`src/sv/pltsv_pkg.sv`:
```
// Shared types, constants and helpers for the polyline to strip vertex block.
// Used by the front end, the job queue, the back end and the top level.
// Has no dependencies of its own.
package pltsv_pkg;

	// Coordinate and register widths.
	localparam int COORD_W = 16;
	localparam int HW_W    = 15;
	localparam int COLOR_W = 8;

	// Packed point as it travels in tdata, plus the tdata width rounded to bytes.
	localparam int PT_W    = 2 * COORD_W + 3 * COLOR_W;
	localparam int TDATA_W = ((PT_W + 7) / 8) * 8;

	// Reset value of the half width register.
	localparam logic [HW_W-1:0] HW_RESET = HW_W'(82);

	// Job queue depth.
	localparam int QDEPTH = 4;
	localparam int QPTR_W = $clog2(QDEPTH);
	localparam int QCNT_W = $clog2(QDEPTH + 1);

	// Width of the saturating sum.
	localparam int SUM_W = ((COORD_W > HW_W + 1) ? COORD_W : HW_W + 1) + 1;

	typedef logic signed [COORD_W-1:0] coord_t;
	typedef logic [COLOR_W-1:0] color_t;
	typedef logic [HW_W-1:0] hw_t;

	// Offset direction of one coordinate, in units of the half width.
	typedef logic [1:0] ofs_t;
	localparam ofs_t OFS_ZERO = 2'd0;
	localparam ofs_t OFS_POS  = 2'd1;
	localparam ofs_t OFS_NEG  = 2'd2;

	// Point layout: x in the lowest bits, then y, red, green, blue.
	typedef struct packed {
		color_t blue;
		color_t green;
		color_t red;
		coord_t y;
		coord_t x;
	} point_t;

	// One job: a point and the offset of its first vertex. The second vertex
	// uses the opposite offset. Last marks the second vertex as the final one.
	typedef struct packed {
		point_t pt;
		ofs_t   sx;
		ofs_t   sy;
		logic   last;
	} job_t;

	// Queue status seen by both sides.
	typedef struct packed {
		logic full;
		logic empty;
	} qstat_t;

	// Opposite offset direction.
	function automatic ofs_t neg_ofs(input ofs_t s);
		ofs_t r;
		unique case (s)
			OFS_POS: r = OFS_NEG;
			OFS_NEG: r = OFS_POS;
			default: r = OFS_ZERO;
		endcase
		return r;
	endfunction

	// Coordinate displaced by plus, minus or zero half width, saturated.
	function automatic coord_t sat_offset(input coord_t c, input ofs_t s, input hw_t hw);
		localparam logic signed [SUM_W-1:0] SAT_HI =
			{{(SUM_W - COORD_W + 1){1'b0}}, {(COORD_W - 1){1'b1}}};
		localparam logic signed [SUM_W-1:0] SAT_LO = ~SAT_HI;
		logic signed [SUM_W-1:0] a;
		logic signed [SUM_W-1:0] hh;
		logic signed [SUM_W-1:0] sum;
		a  = SUM_W'(c);
		hh = SUM_W'(hw);
		unique case (s)
			OFS_POS: sum = a + hh;
			OFS_NEG: sum = a - hh;
			default: sum = a;
		endcase
		if (sum > SAT_HI) begin
			sum = SAT_HI;
		end else if (sum < SAT_LO) begin
			sum = SAT_LO;
		end
		return coord_t'(sum[COORD_W-1:0]);
	endfunction

endpackage

```
`src/sv/polyline_to_strip_vertices.sv`:
```
// Polyline to strip vertices, top level: half width register, front end,
// job queue and back end. Depends on pltsv_pkg, pltsv_front, pltsv_queue, pltsv_back.
//
// Points enter on the s_ stream (tdata: x, y, red, green, blue from the lowest
// bit up; tlast marks the final point). Vertices leave on the m_ stream with
// the same tdata layout; tlast marks the final vertex of the polyline.
// The first point of a polyline gives no vertices; each later point releases
// the pair of its predecessor; the last point releases its predecessor's pair
// and its own; a lone point gives one pair.
// The first vertex of a pair passes through the job queue and the output register
// before it is valid on m_, then vertices follow one per cycle while m_tready holds.
// Each point gives two vertices through the single output channel, which emits one
// vertex per cycle while the receiver is ready. A last point that closes a polyline
// of two or more points holds the input while the front end queues the end pair.
// A stalled receiver fills the output register and then the four job queue;
// the input then stalls until room frees up.
// Reset (arst_n low) empties the queue and the held points and loads the half
// width register with 82. cfg_we writes cfg_wdata into half width; write it
// only while no polyline is in flight.
module polyline_to_strip_vertices (
	input  logic                          clk,
	input  logic                          arst_n,
	input  logic                          cfg_we,
	input  logic [pltsv_pkg::HW_W-1:0]    cfg_wdata,
	input  logic                          s_tvalid,
	output logic                          s_tready,
	// point_x, point_y, point_red, point_green, point_blue
	input  logic [pltsv_pkg::TDATA_W-1:0] s_tdata,
	input  logic                          s_tlast,
	output logic                          m_tvalid,
	input  logic                          m_tready,
	// vertex_x, vertex_y, vertex_red, vertex_green, vertex_blue
	output logic [pltsv_pkg::TDATA_W-1:0] m_tdata,
	output logic                          m_tlast
);
	import pltsv_pkg::*;

	hw_t    half_width_q;
	logic   push;
	logic   pop;
	job_t   wjob;
	job_t   head;
	qstat_t qstat;

	// Half width register.
	always_ff @(posedge clk or negedge arst_n) begin
		if (!arst_n) begin
			half_width_q <= HW_RESET;
		end else if (cfg_we) begin
			half_width_q <= cfg_wdata;
		end
	end

	pltsv_front u_front (
		.clk      (clk),
		.arst_n   (arst_n),
		.s_tvalid (s_tvalid),
		.s_tready (s_tready),
		.s_tdata  (s_tdata),
		.s_tlast  (s_tlast),
		.push     (push),
		.job      (wjob),
		.qstat    (qstat)
	);

	pltsv_queue u_queue (
		.clk    (clk),
		.arst_n (arst_n),
		.push   (push),
		.wdata  (wjob),
		.pop    (pop),
		.rdata  (head),
		.stat   (qstat)
	);

	pltsv_back u_back (
		.clk        (clk),
		.arst_n     (arst_n),
		.half_width (half_width_q),
		.head       (head),
		.qstat      (qstat),
		.pop        (pop),
		.m_tvalid   (m_tvalid),
		.m_tready   (m_tready),
		.m_tdata    (m_tdata),
		.m_tlast    (m_tlast)
	);

endmodule

```
`src/sv/pltsv_queue.sv`:
```
// Small job queue between the front end and the back end.
// Depends on pltsv_pkg for the job and status types.
module pltsv_queue (
	input  logic             clk,
	input  logic             arst_n,
	input  logic             push,
	input  pltsv_pkg::job_t  wdata,
	input  logic             pop,
	output pltsv_pkg::job_t  rdata,
	output pltsv_pkg::qstat_t stat
);
	import pltsv_pkg::*;

	job_t              entry_q [QDEPTH];
	logic [QPTR_W-1:0] wr_ptr_q;
	logic [QPTR_W-1:0] rd_ptr_q;
	logic [QCNT_W-1:0] count_q;

	// Status and head of the queue.
	assign stat.full  = (count_q == QCNT_W'(QDEPTH));
	assign stat.empty = (count_q == '0);
	assign rdata      = entry_q[rd_ptr_q];

	// Entry storage; payload needs no reset.
	always_ff @(posedge clk) begin
		if (push) begin
			entry_q[wr_ptr_q] <= wdata;
		end
	end

	// Pointers and fill count.
	always_ff @(posedge clk or negedge arst_n) begin
		if (!arst_n) begin
			wr_ptr_q <= '0;
			rd_ptr_q <= '0;
			count_q  <= '0;
		end else begin
			if (push) begin
				wr_ptr_q <= wr_ptr_q + 1'b1;
			end
			if (pop) begin
				rd_ptr_q <= rd_ptr_q + 1'b1;
			end
			unique case ({push, pop})
				2'b10:   count_q <= count_q + 1'b1;
				2'b01:   count_q <= count_q - 1'b1;
				default: count_q <= count_q;
			endcase
		end
	end

	// The producer never writes a full queue.
	a_no_overflow: assert property (@(posedge clk) disable iff (!arst_n)
		push |-> !stat.full) else $error("queue written while full");

	// The consumer never reads an empty queue.
	a_no_underflow: assert property (@(posedge clk) disable iff (!arst_n)
		pop |-> !stat.empty) else $error("queue read while empty");

	// The fill count tracks the pointers.
	a_count_ptrs: assert property (@(posedge clk) disable iff (!arst_n)
		(count_q != QCNT_W'(QDEPTH)) |->
		(QPTR_W'(wr_ptr_q - rd_ptr_q) == count_q[QPTR_W-1:0]))
		else $error("fill count disagrees with pointers");

endmodule

```
`src/sv/pltsv_front.sv`:
```
// Front end: accepts points, keeps the two held points and classifies each
// point into widening jobs. Depends on pltsv_pkg.
module pltsv_front (
	input  logic                          clk,
	input  logic                          arst_n,
	input  logic                          s_tvalid,
	output logic                          s_tready,
	input  logic [pltsv_pkg::TDATA_W-1:0] s_tdata,
	input  logic                          s_tlast,
	output logic                          push,
	output pltsv_pkg::job_t               job,
	input  pltsv_pkg::qstat_t             qstat
);
	import pltsv_pkg::*;

	localparam logic [1:0] HELD_NONE = 2'd0;
	localparam logic [1:0] HELD_ONE  = 2'd1;
	localparam logic [1:0] HELD_TWO  = 2'd2;

	point_t     older_q;
	point_t     newer_q;
	logic [1:0] held_q;
	logic       pend_q;
	job_t       pend_job_q;

	point_t     cur;
	logic       acc;
	job_t       main_job;
	job_t       end_job;
	logic       main_push;

	assign cur      = point_t'(s_tdata[PT_W-1:0]);
	assign s_tready = !pend_q && !qstat.full;
	assign acc      = s_tvalid && s_tready;

	// Classify the accepted point against the held points.
	always_comb begin
		main_job.pt   = newer_q;
		main_job.sx   = OFS_NEG;
		main_job.sy   = OFS_ZERO;
		main_job.last = 1'b0;
		main_push     = 1'b1;
		unique case (held_q)
			HELD_NONE: begin
				// A lone point gives a horizontal pair; otherwise just store it.
				main_job.pt   = cur;
				main_job.last = 1'b1;
				main_push     = s_tlast;
			end
			HELD_ONE: begin
				// First point of the polyline.
				if (newer_q.x != cur.x) begin
					main_job.sx = OFS_ZERO;
					main_job.sy = OFS_POS;
				end
			end
			default: begin
				// Interior point: direction from predecessor to successor.
				if (cur.y == older_q.y) begin
					main_job.sx = OFS_ZERO;
					main_job.sy = OFS_POS;
				end else if (cur.x == older_q.x) begin
					main_job.sx = OFS_NEG;
					main_job.sy = OFS_ZERO;
				end else if ((cur.y > older_q.y) == (cur.x > older_q.x)) begin
					main_job.sx = OFS_NEG;
					main_job.sy = OFS_POS;
				end else begin
					main_job.sx = OFS_POS;
					main_job.sy = OFS_POS;
				end
			end
		endcase
	end

	// End point pair, held as the pending job and queued after its predecessor's pair once the queue has room.
	always_comb begin
		end_job.pt   = cur;
		end_job.last = 1'b1;
		if (newer_q.x != cur.x) begin
			end_job.sx = OFS_ZERO;
			end_job.sy = OFS_NEG;
		end else begin
			end_job.sx = OFS_POS;
			end_job.sy = OFS_ZERO;
		end
	end

	// A pending end pair waits for room in the queue.
	assign push = (pend_q && !qstat.full) || (acc && main_push);
	assign job  = pend_q ? pend_job_q : main_job;

	// Held points and pending end pair payload.
	always_ff @(posedge clk) begin
		if (acc && !s_tlast) begin
			older_q <= newer_q;
			newer_q <= cur;
		end
		if (acc && s_tlast) begin
			pend_job_q <= end_job;
		end
	end

	// Control state.
	always_ff @(posedge clk or negedge arst_n) begin
		if (!arst_n) begin
			held_q <= HELD_NONE;
			pend_q <= 1'b0;
		end else begin
			if (acc) begin
				if (s_tlast) begin
					held_q <= HELD_NONE;
					pend_q <= (held_q != HELD_NONE);
				end else if (held_q == HELD_NONE) begin
					held_q <= HELD_ONE;
				end else begin
					held_q <= HELD_TWO;
				end
			end else if (pend_q && !qstat.full) begin
				pend_q <= 1'b0;
			end
		end
	end

	// A pending end pair only exists right after a polyline closed.
	a_pend_empty: assert property (@(posedge clk) disable iff (!arst_n)
		pend_q |-> (held_q == HELD_NONE)) else $error("end pair pending with points held");

endmodule

```
`src/sv/pltsv_back.sv`:
```
// Back end: expands each queued job into two displaced, saturated vertices
// and holds them in the output register. Depends on pltsv_pkg.
module pltsv_back (
	input  logic                          clk,
	input  logic                          arst_n,
	input  pltsv_pkg::hw_t                half_width,
	input  pltsv_pkg::job_t               head,
	input  pltsv_pkg::qstat_t             qstat,
	output logic                          pop,
	output logic                          m_tvalid,
	input  logic                          m_tready,
	output logic [pltsv_pkg::TDATA_W-1:0] m_tdata,
	output logic                          m_tlast
);
	import pltsv_pkg::*;

	logic   phase_q;
	logic   valid_q;
	point_t vtx_q;
	logic   last_q;

	logic   load;
	ofs_t   sx;
	ofs_t   sy;
	point_t vtx;

	assign load = !qstat.empty && (!valid_q || m_tready);
	assign pop  = load && phase_q;

	// Second vertex of a job takes the opposite offset.
	assign sx = phase_q ? neg_ofs(head.sx) : head.sx;
	assign sy = phase_q ? neg_ofs(head.sy) : head.sy;

	always_comb begin
		vtx   = head.pt;
		vtx.x = sat_offset(head.pt.x, sx, half_width);
		vtx.y = sat_offset(head.pt.y, sy, half_width);
	end

	// Output payload.
	always_ff @(posedge clk) begin
		if (load) begin
			vtx_q  <= vtx;
			last_q <= head.last && phase_q;
		end
	end

	// Output valid and vertex phase.
	always_ff @(posedge clk or negedge arst_n) begin
		if (!arst_n) begin
			valid_q <= 1'b0;
			phase_q <= 1'b0;
		end else begin
			if (load) begin
				valid_q <= 1'b1;
				phase_q <= !phase_q;
			end else if (m_tready) begin
				valid_q <= 1'b0;
			end
		end
	end

	assign m_tvalid = valid_q;
	assign m_tdata  = TDATA_W'(vtx_q);
	assign m_tlast  = last_q;

	// A job leaves the queue in the same cycle as its second vertex is loaded.
	a_pop_phase: assert property (@(posedge clk) disable iff (!arst_n)
		pop |=> !phase_q) else $error("job popped out of phase");

endmodule
```
`config.mk`:
```
export PLATFORM = sky130hd
export DESIGN_NAME = polyline_to_strip_vertices
export DESIGN_NICKNAME = d
export VERILOG_FILES = /design/src/sv/pltsv_pkg.sv /design/src/sv/polyline_to_strip_vertices.sv /design/src/sv/pltsv_queue.sv /design/src/sv/pltsv_front.sv /design/src/sv/pltsv_back.sv
export SDC_FILE = /design/constraint.sdc
export NUM_CORES = 1
export LEC_CHECK = 0
export BUFFER_PORTS_ARGS = -buffer_cell sky130_fd_sc_hd__buf_4
export CORE_MARGIN = 2
export CORE_UTILIZATION = 55
export DETAILED_ROUTE_END_ITERATION = 7
export PLACE_DENSITY_LB_ADDON = 0.3
export SKIP_LAST_GASP = 1
export SYNTH_ARGS = -nofsm -noshare
export SYNTH_HDL_FRONTEND = slang
export SYNTH_SLANG_ARGS = --single-unit
```
`constraint.sdc`:
```
create_clock -name clk -period 16.27 [get_ports clk]
set_input_delay 1.627 -clock clk [delete_from_list [all_inputs] [get_ports clk]]
set_output_delay 1.627 -clock clk [all_outputs]
set_load 0.01 [all_outputs]
```
==> results of run 1 <==
## cell usage after synthesis, drive strengths merged, types with 6 or more instances
cell type    n
o21ai       99
nor2        62
edfxtp     447
buf         19
a21o        17
and2         9
clkbuf      39
inv         56
o31ai        7
nor2b       10
nor3        14
a31oi       10
o21a        11
o211ai       6
dfrtp       24
mux2i       63
a21oi       58
mux2        14
nand2      101
xor2        29
xnor2       47
ha          72
nand3        8
nand2b       8
nor4         6
nand4        9
or3          9
mux4        60
## worst max-delay path, delay by kind of cell (launching register included)
family	cells	cell delay [ns]
AOI/OAI and AO/OA	5	1.18
adders and majority gates	2	0.80
xor gates and xnor gates	1	0.79
DFF	1	0.76
and+or+nand+nor	4	0.83
muxes	2	0.96
## worst max path at each step
stage | startpoint | end
2_1_floorplan | s_tvalid | u_front.newer_q[0]
6_report | u_queue.rd_ptr_q[0] | u_back.m_tdata[21]
3_3_place_gp | u_queue.rd_ptr_q[0] | u_back.m_tdata[0]
3_5_place_dp | u_queue.rd_ptr_q[0] | u_back.m_tdata[21]
5_1_grt | u_queue.rd_ptr_q[0] | u_back.m_tdata[23]
4_1_cts | u_queue.rd_ptr_q[0] | u_back.m_tdata[21]
## through the flow
step                      instance area (um^2)  worst slack, ns
after floorplan                          21100            10.17
after global placement                   22700            10.95
after detailed placement                 22700            10.83
after CTS                                24300            10.79
after global routing                     24300            10.27
final                                    24300            10.80
## cell type report
| class | instances | area, um^2 | area share [%] |
|---|---|---|---|
| Clock buffer | 61 | 1270 | 5.23 |
| Multi-Input combinational cell | 794 | 6620 | 27.2 |
| Clock inverter | 28 | 344 | 1.42 |
| Inverter | 57 | 214 | 0.881 |
| Timing Repair Buffer | 146 | 1100 | 4.51 |
| Sequential cell | 474 | 14100 | 58.1 |
| Tap cell | 511 | 639 | 2.63 |
## registers in the layout (all words and copies together), names as in the netlist
name and flops:
u_queue.entry_q 244, u_front.newer_q 56, u_front.pend_q 1, u_back.m_tvalid 1, u_front.older_q 32, u_front.pend_job_q 58
u_queue.rd_ptr_q 2, u_back.m_tdata 56, u_queue.wr_ptr_q 2, u_front.held_q 2, u_back.phase_q 1, u_back.m_tlast 1
half_width_q 15, u_queue.count_q 3
## kinds of logic after synthesis
kind of cell / synth area share (%)
xor+xnor: 3.30
mux: 10.1
compound gates: 7.51
buf+inv: 2.14
fa+ha+maj: 4.55
flops: 66.7
simple gates: 5.66
## per-layer routing
metal / up-vias / GRT usage (%) / wire length [um] / part of all wire, %
li1: 5583 / - / - / -
met2: 314 / 38.3 / 21800 / 50
met1: 6038 / 29.5 / 18500 / 43
met5: - / 0 / 12 / 0.028
met3: 62 / 3.85 / 2220 / 5.1
met4: 2 / 7.24 / 911 / 2.1
==> impl_metrics.csv, run 1 <==
group,metric,value,unit
global_route,grt_max_degree,92,
die,die_y,200,um
die,initial_core_util,56.0,%
clocking,ctsHtreeMaxLevel,2,
worst_setup_path,cp_slowest_cell,"xor2_1",
timing,slew-limit-headroom,25.1,%
run,drv_cap,0,
global_route,overflow,0,
min_path,holdCritPathClass,"reg -> reg",
min_path,hold_depth,0,
synth,synth_cell_types,76,
die,num_rows,71,
synth,synth.largest_area_cell,"edfxtp_1",
final_layout,final_common_cell,"edfxtp_1",
clocking,cts.sinks,474,
drt,via_per_inst,5.79,
timing,skew,0.0123,ns
timing,tightest_slew,1.12,ns
worst_setup_path,r2r_end,"u_back.m_tdata[21]",
synth,synth_area,21100,um^2
synth,syn_nets,1535,
die,ios,136,
timing,finalHoldViolations,0,
synth,yosys_warnings,0,
final_layout,drive_gt1_share,21.3,%
global_route,grt_first_pass_wirelength,67300,um
synth,yosysSeqAreaShare,66.7,%
outcome,outcome,"finished, final reports clean",
drt,avgRoutedWirePerCell,21.0,um
clocking,insertion_delay,0.58,ns
clocking,cts_root_buffer,"clkbuf_16",
synth,avgSynthCellArea,15.3,um^2
place,io_buffers,135,
worst_setup_path,cp-end-kind,"register",
final_layout,area_growth,14.9,%
worst_setup_path,path_max_fanout,26,
clocking,cts_buffers,48,
timing,setup_viol,0,
drt,drtIter0Drc,795,
final_layout,diodes,0,
die,die_w,200,um
worst_setup_path,timing.reg2reg.setup_slack,10.80,ns
final_layout,nets,1673,
worst_setup_path,setup.worst_path.class,"reg -> reg",
global_route,grt_pass1_vias,12200,
synth,async_reset_ff_share,5.70,%
worst_setup_path,required,16.69,ns
clocking,clk_pin_slew,0.06,ns
worst_setup_path,r2r_start,"u_queue.rd_ptr_q[0]",
clocking,cts_tree,"built",
worst_setup_path,slowest_delay,0.79,ns
timing,grt_setup_unrepaired,"false",
global_route,grt_usage,22.4,%
clocking,clockBufferDepth,3,
global_route,antenna_found_initial,1,
place,placed_cells,1982,
final_layout,final_cell_mix,"edfxtp_1, buf_4, nand2_1",
place,hpwl,27700,um
timing,max_freq,0.183,GHz
clocking,cts_resized,0,
worst_setup_path,worstSetupStartpointType,"register",
synth,synthTopCellsByArea,"edfxtp_1, mux4_2, ha_1, mux2i_1, dfrtp_1",
timing,tns,0,ns
timing,timing.final.crit_share,33.6,%
timing,maxSlewViolCount,0,
synth,synth_edf_count,447,
worst_setup_path,reg2reg_depth,14,
worst_setup_path,cp_common_cell,"ha_1",
min_path,hold_end,"u_front.older_q[21]",
synth,yosysTopAreaCellShare,63.5,%
die,dieArea,40000,um^2
timing,holdWs,0.450,ns
drt,vias,12000,
drt,drt_wl_total,43400,um
final_layout,instances_no_fill,2071,
timing,min_period,5.47,ns
worst_setup_path,cp.arrival,5.89,ns
final_layout,num-fill-cells,2693,
die,core-area,37800,um^2
clocking,cts_setup_buffers,0,
min_path,hold_path_startpoint,"u_front.newer_q[21]",
synth,netlist_instances,1383,
place,place_congestion,0.869,
drt,drc,0,
synth,ys_seq_elements,474,
clocking,hold_buffers,0,
synth,synthFlopType,"edfxtp_1",
worst_setup_path,worstPathCellList,"mux4_2 -> nor3b_1 -> a21oi_1 -> ha_1 -> mux2i_1 -> ha_1 -> nor2b_1 -> o31a_1 -> o41a_1 -> nor2_1 -> o21ai_1 -> xor2_1 -> nand2_1 -> a31oi_1",
final_layout,fin_util,64.3,%
drt,drt_pass1_iterations,5,
drt,final_antenna_net_count,0,
Power of run 1 is left out: the tool's default activity adds up to more than one toggle a clock period on the data nets, which glitch-free logic cannot reach.
==> run 2: changes to the inputs <==
--- a/config.mk
+++ b/config.mk
@@ -5,6 +5,7 @@
 export SDC_FILE = /design/constraint.sdc
 export NUM_CORES = 1
 export LEC_CHECK = 0
+export ABC_AREA = 1
 export BUFFER_PORTS_ARGS = -buffer_cell sky130_fd_sc_hd__buf_4
 export CORE_MARGIN = 2
 export CORE_UTILIZATION = 55
==> constraint.sdc (replaced) <==
create_clock -name clk -period 4.9 [get_ports clk]
set_input_delay 0.49 -clock clk [delete_from_list [all_inputs] [get_ports clk]]
set_output_delay 0.49 -clock clk [all_outputs]
set_load 0.01 [all_outputs]
==> impl_metrics.csv, run 2 <==
group,metric,value,unit
outcome,outcome,"finished, final reports clean",
worst_setup_path,r2r_end,"u_back.m_tdata[10]",
place,place_congestion,0.904,
global_route,grt_max_degree,72,
final_layout,final_common_cell,"edfxtp_1",
synth,syn_nets,2147,
timing,slew-limit-headroom,35.3,%
die,ios,136,
synth,synthTopCellsByArea,"edfxtp_1, nand2_1, o21ai_0, ha_1, nor2_1",
synth,yosysSeqAreaShare,65.2,%
timing,holdWs,0.103,ns
global_route,antenna_found_initial,0,
global_route,grt_usage,25.0,%
worst_setup_path,cp-end-kind,"register",
drt,drc,0,
min_path,hold_path_startpoint,"s_tdata[50]",
synth,synthFlopType,"edfxtp_1",
synth,synth_edf_count,447,
worst_setup_path,required,5.22,ns
global_route,grt_pass1_vias,14500,
final_layout,final_cell_mix,"edfxtp_1, nand2_1, nor2_1",
final_layout,multi_input_area,6700,um^2
die,die_w,202,um
die,num_rows,72,
timing,tightest_slew,0.968,ns
synth,avgSynthCellArea,10.8,um^2
clocking,clockBufferDepth,3,
place,io_buffers,135,
final_layout,regArea,14100,um^2
die,initial_core_util,55.8,%
timing,finalHoldViolations,0,
drt,drt_pass1_iterations,5,
worst_setup_path,reg2reg_depth,22,
final_layout,largest_register_ffs,244,
clocking,cts_tree,"built",
synth,synthTopCellsByCount,"edfxtp_1, nand2_1, nor2_1",
timing,min_period,4.43,ns
final_layout,regMostFlops,"u_queue.entry_q",
drt,drt_wl_total,51200,um
synth,netlist_instances,1995,
min_path,holdCritPathClass,"in -> reg",
worst_setup_path,setup.worst_path.class,"reg -> reg",
timing,timing.final.crit_share,90.4,%
final_layout,diodes,0,
synth,synth_cell_types,43,
drt,vias,15200,
die,core-area,38700,um^2
clocking,insertion_delay,0.59,ns
clocking,clk_pin_slew,0.06,ns
timing,tns,0,ns
synth,yosysMostFrequentCell,"edfxtp_1",
timing,setup_viol,0,
global_route,overflow,0,
clocking,ctsHtreeMaxLevel,2,
synth,yosysTopAreaCellShare,62.0,%
worst_setup_path,startpoint,"u_queue.rd_ptr_q[0]",
worst_setup_path,timing.reg2reg.setup_slack,0.47,ns
global_route,grt_first_pass_wirelength,79500,um
timing,skew,0.0204,ns
clocking,cts_buffers,48,
drt,via_per_inst,5.69,
final_layout,num-fill-cells,3002,
timing,grt_setup_unrepaired,"false",
run,drv_cap,0,
clocking,cts.sinks,474,
timing,max_freq,0.226,GHz
min_path,hold_end,"u_front.pend_job_q[55]",
min_path,hold_depth,1,
die,die_y,202,um
synth,ys_seq_elements,474,
final_layout,area_growth,15.0,%
place,hpwl,33000,um
final_layout,largestRegisters,"u_queue.entry_q x244, u_front.pend_job_q x58",
worst_setup_path,path_max_fanout,37,
worst_setup_path,worstSetupStartpointType,"register",
worst_setup_path,r2r_start,"u_queue.rd_ptr_q[0]",
final_layout,drive_gt1_share,12.7,%
synth,synth.largest_area_cell,"edfxtp_1",
synth,async_reset_ff_share,5.70,%
final_layout,final_area,24900,um^2
synth,synth_area,21600,um^2
drt,final_antenna_net_count,0,
drt,drtIter0Drc,1437,
final_layout,nets,2275,
worst_setup_path,cp.arrival,4.75,ns
drt,avgRoutedWirePerCell,19.1,um
timing,maxSlewViolCount,0,
clocking,cts_root_buffer,"clkbuf_16",
die,dieArea,40900,um^2
place,placed_area,23200,um^2
synth,yosys_warnings,0,
==> run 2: changes by cell type in the layout (fill, tap and decap cells not counted), sizes merged, moves of 12 or more <==
cell / delta
nand2: +292
nor2: +177
a21oi: +118
o21ai: +97
inv: +91
nand3: +68
mux2i: -61
mux4: -60
o22ai: +49
xnor2: -31
xor2: -15
mux2: -14
buf: +12
==> run 2: per-layer routing <==
layer	vias to the layer above	track usage (%)	routed length, um
met5	-	0	0
met4	0	7.09	1140
met3	81	3.81	3640
met2	556	39.2	23700
met1	7373	36.7	22800
li1	7226	-	-
==> run 2: worst max path at each step <==
stage / end / slack, ns / cells after the start
after global placement: u_back.m_tdata[10] / 0.46 / 22
after detailed placement: u_back.m_tdata[10] / 0.43 / 22
after CTS: u_back.m_tdata[10] / 0.40 / 22
after global routing: u_back.m_tdata[10] / 0.12 / 22
final: u_back.m_tdata[10] / 0.47 / 22
after floorplan: u_queue.entry_q[0][0] / 0.50 / 6
==> run 2: per-stage QoR <==
| step | std cells | util, % | setup slack, ns |
|---|---|---|---|
| after CTS | 2680 | 64.2 | 0.400 |
| after global placement | 2590 | 59.9 | 0.460 |
| after global routing | 2680 | 64.2 | 0.122 |
| after detailed placement | 2590 | 59.9 | 0.433 |
| after floorplan | 1995 | - | 0.498 |
| final | 2680 | 64.2 | 0.470 |
==> run 2: repair_timing <==
item,in CTS,in global routing
endpoints found under the setup margin,0,30
hold buffers,1,0
gates resized for setup,0,2
endpoints found under the hold margin,24,0
setup buffers,0,0
==> run 2: worst max-delay path, cell delays in order (launching register included) <==
cell and delay (ns):
dfrtp_4 0.59, buf_4 0.29, nand2_1 0.11, nand3_1 0.13, nand2_1 0.11, nand2_1 0.06
o21ai_0 0.17, ha_1 0.32, clkinvlp_4 0.38, nand2_1 0.15, o21ai_0 0.12, ha_1 0.40
nand3_1 0.11, nand2_1 0.14, inv_1 0.05, o21ai_0 0.41, nand4_1 0.21, nand2_1 0.10
nand2_1 0.05, nand3_1 0.07, nand2_1 0.09, nand2_1 0.06, nand2_1 0.05
==> run 2: layout make-up <==
type | count | area share (%)
Inverter | 149 | 2.28
Sequential cell | 474 | 56.7
Tap cell | 518 | 2.60
Clock inverter | 35 | 1.66
Multi-Input combinational cell | 1291 | 26.9
Timing Repair Buffer | 159 | 4.86
Clock buffer | 54 | 5.00
==> run 2: kinds of logic (layout without fill, tap and decap cells) <==
family,count (synthesis),in the layout,share of synthesized area (%)
mux,2,2,0.0925
fa+ha+maj,75,75,4.44
compound gates,456,456,11.3
buf+inv,230,397,4.16
simple gates,728,728,13.6
flops,474,474,65.2
xor+xnor,30,30,1.21
Power of run 2 is left out for the same reason.
